**src/hdl/spq_pkg.sv**
```systemverilog
// Package for the stable priority queue: request/response word types,
// request and status codes, and sequencer states. No dependencies.
package spq_pkg;

  // Request codes
  localparam logic REQ_INSERT = 1'b0;
  localparam logic REQ_SERVE  = 1'b1;

  // Response status codes
  localparam logic [1:0] ST_DONE  = 2'd0;
  localparam logic [1:0] ST_EMPTY = 2'd1;
  localparam logic [1:0] ST_FULL  = 2'd2;

  // Request word
  typedef struct packed {
    logic        req_type;
    logic [15:0] entry_tag;
    logic [2:0]  entry_priority;
  } req_word_t;

  // Response word
  typedef struct packed {
    logic [1:0]  status;
    logic [15:0] served_tag;
    logic [2:0]  served_priority;
    logic [4:0]  occupancy;
  } rsp_word_t;

  // Sequencer states
  typedef enum logic [2:0] {
    SQ_IDLE,
    SQ_LOOK,
    SQ_CMP,
    SQ_SERVE,
    SQ_DONE
  } sq_state_t;

endpackage

```
**src/hdl/spq_ram.sv**
```systemverilog
// Generic single-write, single-read RAM with registered read data.
// No dependencies.
module spq_ram #(
  parameter int WIDTH = 19,
  parameter int DEPTH = 16
) (
  input  logic                     clk,
  input  logic                     we,
  input  logic [$clog2(DEPTH)-1:0] waddr,
  input  logic [WIDTH-1:0]         wdata,
  input  logic [$clog2(DEPTH)-1:0] raddr,
  output logic [WIDTH-1:0]         rdata
);

  logic [WIDTH-1:0] mem [DEPTH];

  // Write port and registered read port
  always_ff @(posedge clk) begin
    if (we) begin
      mem[waddr] <= wdata;
    end
    rdata <= mem[raddr];
  end

endmodule

```
**src/hdl/spq_core.sv**
```systemverilog
// Sequencer and shared priority compare for the stable priority queue.
// Entries sit in a circular buffer kept in serving order. Uses spq_pkg, spq_ram.
module spq_core #(
  parameter int QUEUE_DEPTH   = 16,
  parameter int TAG_BITS      = 16,
  parameter int PRIORITY_BITS = 3
) (
  input  logic              clk,
  input  logic              rst,
  input  logic              req_take,
  input  spq_pkg::req_word_t req,
  output logic              core_idle,
  input  logic              res_ready,
  output logic              res_valid,
  output spq_pkg::rsp_word_t res
);

  localparam int AW = $clog2(QUEUE_DEPTH);
  localparam int CW = $clog2(QUEUE_DEPTH + 1);
  localparam int DW = TAG_BITS + PRIORITY_BITS;

  spq_pkg::sq_state_t state, state_next;

  logic [CW-1:0]            count, count_next;
  logic [AW-1:0]            head, head_next;
  logic [CW-1:0]            idx, idx_next;
  logic [TAG_BITS-1:0]      new_tag, new_tag_next;
  logic [PRIORITY_BITS-1:0] new_prio, new_prio_next;
  spq_pkg::rsp_word_t       res_next;

  logic                     ram_we;
  logic [AW-1:0]            ram_waddr;
  logic [DW-1:0]            ram_wdata;
  logic [AW-1:0]            ram_raddr;
  logic [DW-1:0]            ram_rdata;

  logic [TAG_BITS-1:0]      rd_tag;
  logic [PRIORITY_BITS-1:0] rd_prio;
  logic                     rd_later;
  logic [31:0]              in_tag32;
  logic [7:0]               in_prio8;
  logic [31:0]              rd_tag32;
  logic [7:0]               rd_prio8;

  // Logical position k from the head to a RAM address
  function automatic logic [AW-1:0] phys(input logic [AW-1:0] h, input logic [CW-1:0] k);
    logic [CW:0] s;
    s = (CW+1)'(h) + (CW+1)'(k);
    if (s >= (CW+1)'(QUEUE_DEPTH)) begin
      s = s - (CW+1)'(QUEUE_DEPTH);
    end
    return s[AW-1:0];
  endfunction

  // Entry count to the 5-bit occupancy field
  function automatic logic [4:0] occ(input logic [CW-1:0] c);
    logic [8:0] w;
    w = 9'(c);
    return w[4:0];
  endfunction

  spq_ram #(
    .WIDTH (DW),
    .DEPTH (QUEUE_DEPTH)
  ) u_ram (
    .clk   (clk),
    .we    (ram_we),
    .waddr (ram_waddr),
    .wdata (ram_wdata),
    .raddr (ram_raddr),
    .rdata (ram_rdata)
  );

  // Field fitting between port widths and stored widths
  assign rd_tag   = ram_rdata[DW-1:PRIORITY_BITS];
  assign rd_prio  = ram_rdata[PRIORITY_BITS-1:0];
  assign in_tag32 = 32'(req.entry_tag);
  assign in_prio8 = 8'(req.entry_priority);
  assign rd_tag32 = 32'(rd_tag);
  assign rd_prio8 = 8'(rd_prio);

  // Shared compare: stored entry ranks after the new one
  assign rd_later = rd_prio > new_prio;

  // Next state
  always_comb begin
    state_next = state;
    case (state)
      spq_pkg::SQ_IDLE: begin
        if (req_take) begin
          if (req.req_type == spq_pkg::REQ_SERVE) begin
            state_next = (count == '0) ? spq_pkg::SQ_DONE : spq_pkg::SQ_SERVE;
          end else begin
            state_next = (count == CW'(QUEUE_DEPTH)) ? spq_pkg::SQ_DONE : spq_pkg::SQ_LOOK;
          end
        end
      end
      spq_pkg::SQ_LOOK:  state_next = (idx == '0) ? spq_pkg::SQ_DONE : spq_pkg::SQ_CMP;
      spq_pkg::SQ_CMP:   state_next = rd_later ? spq_pkg::SQ_LOOK : spq_pkg::SQ_DONE;
      spq_pkg::SQ_SERVE: state_next = spq_pkg::SQ_DONE;
      spq_pkg::SQ_DONE:  state_next = res_ready ? spq_pkg::SQ_IDLE : spq_pkg::SQ_DONE;
      default:           state_next = spq_pkg::SQ_IDLE;
    endcase
  end

  // Datapath control per state
  always_comb begin
    core_idle     = 1'b0;
    res_valid     = 1'b0;
    ram_we        = 1'b0;
    ram_waddr     = phys(head, idx);
    ram_wdata     = {new_tag, new_prio};
    ram_raddr     = phys(head, idx - 1'b1);
    count_next    = count;
    head_next     = head;
    idx_next      = idx;
    new_tag_next  = new_tag;
    new_prio_next = new_prio;
    res_next      = res;
    case (state)
      spq_pkg::SQ_IDLE: begin
        core_idle = 1'b1;
        ram_raddr = head;
        if (req_take) begin
          new_tag_next             = in_tag32[TAG_BITS-1:0];
          new_prio_next            = in_prio8[PRIORITY_BITS-1:0];
          idx_next                 = count;
          res_next.status          = spq_pkg::ST_DONE;
          res_next.served_tag      = '0;
          res_next.served_priority = '0;
          res_next.occupancy       = occ(count);
          if (req.req_type == spq_pkg::REQ_SERVE) begin
            if (count == '0) begin
              res_next.status = spq_pkg::ST_EMPTY;
            end
          end else if (count == CW'(QUEUE_DEPTH)) begin
            res_next.status = spq_pkg::ST_FULL;
          end
        end
      end
      spq_pkg::SQ_LOOK: begin
        // Reached the head: new entry goes first
        if (idx == '0) begin
          ram_we             = 1'b1;
          count_next         = count + 1'b1;
          res_next.occupancy = occ(count + 1'b1);
        end
      end
      spq_pkg::SQ_CMP: begin
        ram_we = 1'b1;
        if (rd_later) begin
          // Move the later entry one place toward the tail
          ram_wdata = ram_rdata;
          idx_next  = idx - 1'b1;
        end else begin
          count_next         = count + 1'b1;
          res_next.occupancy = occ(count + 1'b1);
        end
      end
      spq_pkg::SQ_SERVE: begin
        // Head word is on the read port
        res_next.served_tag      = rd_tag32[15:0];
        res_next.served_priority = rd_prio8[2:0];
        res_next.occupancy       = occ(count - 1'b1);
        count_next               = count - 1'b1;
        head_next = (head == AW'(QUEUE_DEPTH - 1)) ? '0 : head + 1'b1;
      end
      spq_pkg::SQ_DONE: begin
        res_valid = 1'b1;
      end
      default: begin
      end
    endcase
  end

  // Control registers
  always_ff @(posedge clk) begin
    if (rst) begin
      state <= spq_pkg::SQ_IDLE;
      count <= '0;
      head  <= '0;
    end else begin
      state <= state_next;
      count <= count_next;
      head  <= head_next;
    end
  end

  // Working registers
  always_ff @(posedge clk) begin
    idx      <= idx_next;
    new_tag  <= new_tag_next;
    new_prio <= new_prio_next;
    res      <= res_next;
  end

endmodule

```
**src/hdl/stable_priority_queue.sv**
```systemverilog
// Top level of the stable priority queue: request port, sequencer core and
// response output register. Uses spq_pkg and spq_core.
//
// Bounded min-priority queue of tagged entries; equal priorities leave in
// arrival order. One request is worked at a time; req_stall is high while it
// is in progress. An insert walks from the tail toward the head: each waiting
// entry with a larger priority number is read and moved one place toward the
// tail through the RAM, with one priority compare per step, until a smaller or
// equal entry or the head is reached and the new entry is written. A response
// that cannot leave the output register holds the core in its done state until
// the register frees. Responses go through an output register, so the next
// request can be taken while a response waits.
module stable_priority_queue #(
  parameter int QUEUE_DEPTH   = 16,
  parameter int TAG_BITS      = 16,
  parameter int PRIORITY_BITS = 3
) (
  input  logic               clk,
  input  logic               rst,
  input  logic               req_valid,
  output logic               req_stall,
  input  spq_pkg::req_word_t req,
  output logic               rsp_valid,
  input  logic               rsp_stall,
  output spq_pkg::rsp_word_t rsp
);

  logic               core_idle;
  logic               res_valid;
  logic               res_ready;
  spq_pkg::rsp_word_t res;

  // Request taken only while the core is idle
  assign req_stall = !core_idle;
  assign res_ready = !rsp_valid || !rsp_stall;

  spq_core #(
    .QUEUE_DEPTH   (QUEUE_DEPTH),
    .TAG_BITS      (TAG_BITS),
    .PRIORITY_BITS (PRIORITY_BITS)
  ) u_core (
    .clk       (clk),
    .rst       (rst),
    .req_take  (req_valid && core_idle),
    .req       (req),
    .core_idle (core_idle),
    .res_ready (res_ready),
    .res_valid (res_valid),
    .res       (res)
  );

  // Output word register
  always_ff @(posedge clk) begin
    if (rst) begin
      rsp_valid <= 1'b0;
    end else if (res_ready) begin
      rsp_valid <= res_valid;
    end
  end

  always_ff @(posedge clk) begin
    if (res_ready && res_valid) begin
      rsp <= res;
    end
  end

endmodule
```
**config.mk**
```make
export PLATFORM = sky130hd
export DESIGN_NAME = stable_priority_queue
export DESIGN_NICKNAME = d
export VERILOG_FILES = /design/src/hdl/spq_pkg.sv /design/src/hdl/spq_ram.sv /design/src/hdl/spq_core.sv /design/src/hdl/stable_priority_queue.sv
export SDC_FILE = /design/constraint.sdc
export NUM_CORES = 1
export LEC_CHECK = 0
export BUFFER_PORTS_ARGS = -buffer_cell sky130_fd_sc_hd__buf_2
export CORE_MARGIN = 5
export CORE_UTILIZATION = 47
export CTS_BUF_LIST = sky130_fd_sc_hd__clkbuf_4 sky130_fd_sc_hd__clkbuf_8
export DETAILED_ROUTE_END_ITERATION = 16
export PLACE_DENSITY_LB_ADDON = 0.1
export RECOVER_POWER = 100
export SYNTH_ARGS = -nofsm -noshare
export SYNTH_HDL_FRONTEND = slang
export SYNTH_HIERARCHICAL = 1
export SYNTH_SLANG_ARGS = --single-unit
```
**constraint.sdc**
```tcl
create_clock -name clk -period 3.4 [get_ports clk]
set_input_delay 1.02 -clock clk [delete_from_list [all_inputs] [get_ports clk]]
set_output_delay 1.02 -clock clk [all_outputs]
set_load 0.1 [all_outputs]
```
==> impl_metrics.yaml <==
cts:
  htree_levels: 2
  post_cts_buffers: 0
  cts_buffers: 61
  clock_latency_ps: 620
  path_clk_slew_ps: 60
  cts_hold_buf: 0
  cts_tree: "built"
  ctsResizeCount: 0
  root_buffer: "clkbuf_8"
  cts_buffer_depth: 3
  cts_sinks: 412
routing:
  vias_per_cell: 5.58
  first_pass_iters: 5
  drtIter0Drc: 496
  drc: 0
  num_vias: 8055
  wirelength_microns: 34600
  ant_nets: 0
  wl_per_cell_microns: 23.9
power_and_ir_drop:
  p_per_area_nw_per_um2: 631
  power_leakage_nw: 5.91
  vdd_drop_max_v: 0.000302
outcome:
  status: "finished, final reports clean"
yosys:
  synth_area_per_cell_sq_um: 19.4
  ys_warn_count: 6
  synth_nets: 864
  synth.top_cell.area_share_pct: 71.2
  ys.flop_type: "edfxtp_1"
  yosys-top-cells-area: "edfxtp_1 71%, mux4_2 11%, dfxtp_1 4.0%"
  synth_top_cell_by_area: "edfxtp_1"
  ys_seq_elements: 412
  synth_cells: 824
  ys_seq_area_share_pct: 75.2
  netlist_area_sq_um: 16000
  synth_edf_count: 380
  synth.distinct_cells: 52
  async_flop_share_pct: 0
layout:
  post-route-util_pct: 54.0
  fin_nets: 982
  fin_cells: 1444
  layout-drive-gt1-share_pct: 25.4
  layout_common_cells: "380 x edfxtp_1, 76 x mux4_2, 69 x clkbuf_8, 39 x a22oi_1, 38 x clkbuf_1"
  syn2layout_area_growth_pct: 13.3
  layout_commonest_cell: "edfxtp_1"
  fillers: 2690
min_path:
  hp-class: "reg2reg"
  min_path_cells: 0
  hp-start: "u_core/res[10]"
  min_to: "rsp[10]"
floorplan:
  die_y_microns: 195
  fp.dieW_microns: 195
  io_pins: 52
  dieArea_sq_um: 37900
  initial_core_util_pct: 47.7
  core-area_sq_um: 33600
  rows: 67
setup_path:
  reg2reg_setup_slack_ps: 170
  crit_path_end_kind: "flip-flop"
  crit_path_start_kind: "flip-flop"
  critPathKind: "reg2reg"
  max_stage_delay_ps: 570
  critical_path_peak_fanout: 8
  crit_path_frequent_cell: "nor2_1"
  r2r-start: "u_core/idx[0]"
  path_cells: "inv_1 -> ha_1 -> nor4b_4 -> a21oi_1 -> nor2_1 -> or3b_2 -> nor2_1 -> clkbuf_1"
  arrival_ps: 3460
  required_ps: 3630
  ff2ff_path_depth: 8
  critPathSlowestCell: "clkbuf_1"
  r2r_end: "u_core/u_ram/mem[1][6]"
global_route:
  use_met3_pct: 3.51
  grt_pass1_wl_microns: 52300
  grt_max_degree: 33
  grt_pass1_vias: 8591
  use_met1_pct: 23.6
  track_usage_pct: 18.2
  antenna_found_initial: 1
  top_usage_layer: "met2"
  gr-total-overflow: 0
  grtUsageMet2_pct: 31.7
timing:
  slew_headroom_pct: 11.4
  min_period_ps: 3230
  skew_ps: 26.6
  final_max_slew_viol_count: 0
  fin_crit_sh_pct: 95.1
  max_slew.worst_pin.slew_ps: 1330
  fmax_mhz: 309
  rsz0062_at_grt: "false"
  hold_viol: 0
  worst_slack_ps: 167
  tns_ps: 0
  finalSetupViolCount: 0
  holdWs_ps: 419
placement:
  io_buffers: 51
  dpl.hpwl_microns: 21200
  place.gp.congestion: 0.832
  dp_cells: 1327
  place_ws_ps: 372
run:
  drv_cap: 0
synthesized netlist by cell type (14+ instances only):
master / instances
mux4_2: 76
nand2_1: 35
dfxtp_1: 32
inv_1: 15
ha_1: 14
nor2_1: 26
buf_2: 15
a22oi_1: 39
a21oi_1: 22
and2_1: 23
edfxtp_1: 380
mux2_2: 23
layout make-up:
class	count	area (sq um)	share of cell area [%]
Timing Repair Buffer	93	495	2.73
Sequential cell	412	12100	66.4
Clock buffer	91	1110	6.14
Tap cell	448	561	3.09
Clock inverter	25	149	0.820
Inverter	15	56.3	0.310
Antenna cell	1	2.50	0.0138
Multi-Input combinational cell	359	3720	20.5
critical path: cells and delay by family, from the launching register on:
family,cells,cell delay (ps)
buffers and inverters,2,730
flip-flops,1,420
AND/OR/NAND/NOR,4,1360
AO/OA/AOI/OAI,1,120
adder cells (fa/ha/maj),1,220
flip-flops by register name, summed over array words and instances (netlist names), 4 cells and up:
name	count
u_core/new_tag	16
u_core/count	5
u_core/u_ram/rdata	19
u_core/head	4
u_core/u_ram/mem	304
u_core/idx	5
u_core/res	26
rsp	26
where the power goes:
part	leakage [nW]	total, mW	switching (mW)	internal, mW
Combinational	1.51	1.42	0.920	0.499
Clock	0.676	3.99	1.82	2.18
Sequential	3.72	6.03	0.156	5.88
Total	5.91	11.4	2.89	8.55
routing by layer:
layer | share of wire (%) | wire, microns
met5 | 0 | 0
met1 | 41 | 14100
met2 | 51 | 17600
met4 | 2.3 | 812
met3 | 5.9 | 2030
worst max path at each step:
stage / from / to / slack (ps) / cells past startpoint
4_1_cts: u_core/state[2] / req_stall / 150 / 4
3_3_place_gp: u_core/idx[1] / u_core/u_ram/rdata[13] / 450 / 9
6_report: u_core/idx[0] / u_core/u_ram/mem[1][6] / 170 / 8
3_5_place_dp: u_core/idx[0] / u_core/u_ram/rdata[13] / 370 / 9
5_1_grt: u_core/state[2] / req_stall / 40 / 4
2_1_floorplan: u_core/head[0] / u_core/u_ram/mem[12][0] / 210 / 6
stage by stage:
| step | total power, mW | instance area (sq um) |
|---|---|---|
| after floorplan | 7.12 | 16000 |
| after global placement | 7.56 | 17100 |
| after detailed placement | 7.60 | 17100 |
| after CTS | 11.6 | 18300 |
| after global routing | 11.9 | 18100 |
| final | 11.4 | 18100 |
kinds of logic (layout without fill, tap and decap cells):
family / Yosys count / after routing / synth area share [%]
flip-flops: 412 / 412 / 75.2
AO/OA/AOI/OAI: 90 / 90 / 3.88
XOR/XNOR: 17 / 17 / 0.929
buffers and inverters: 53 / 224 / 1.66
multiplexers: 102 / 102 / 12.5
AND/OR/NAND/NOR: 134 / 134 / 4.48
other: 0 / 1 / 0
adder cells (fa/ha/maj): 16 / 16 / 1.34
Power figures use the tool's default switching activity.
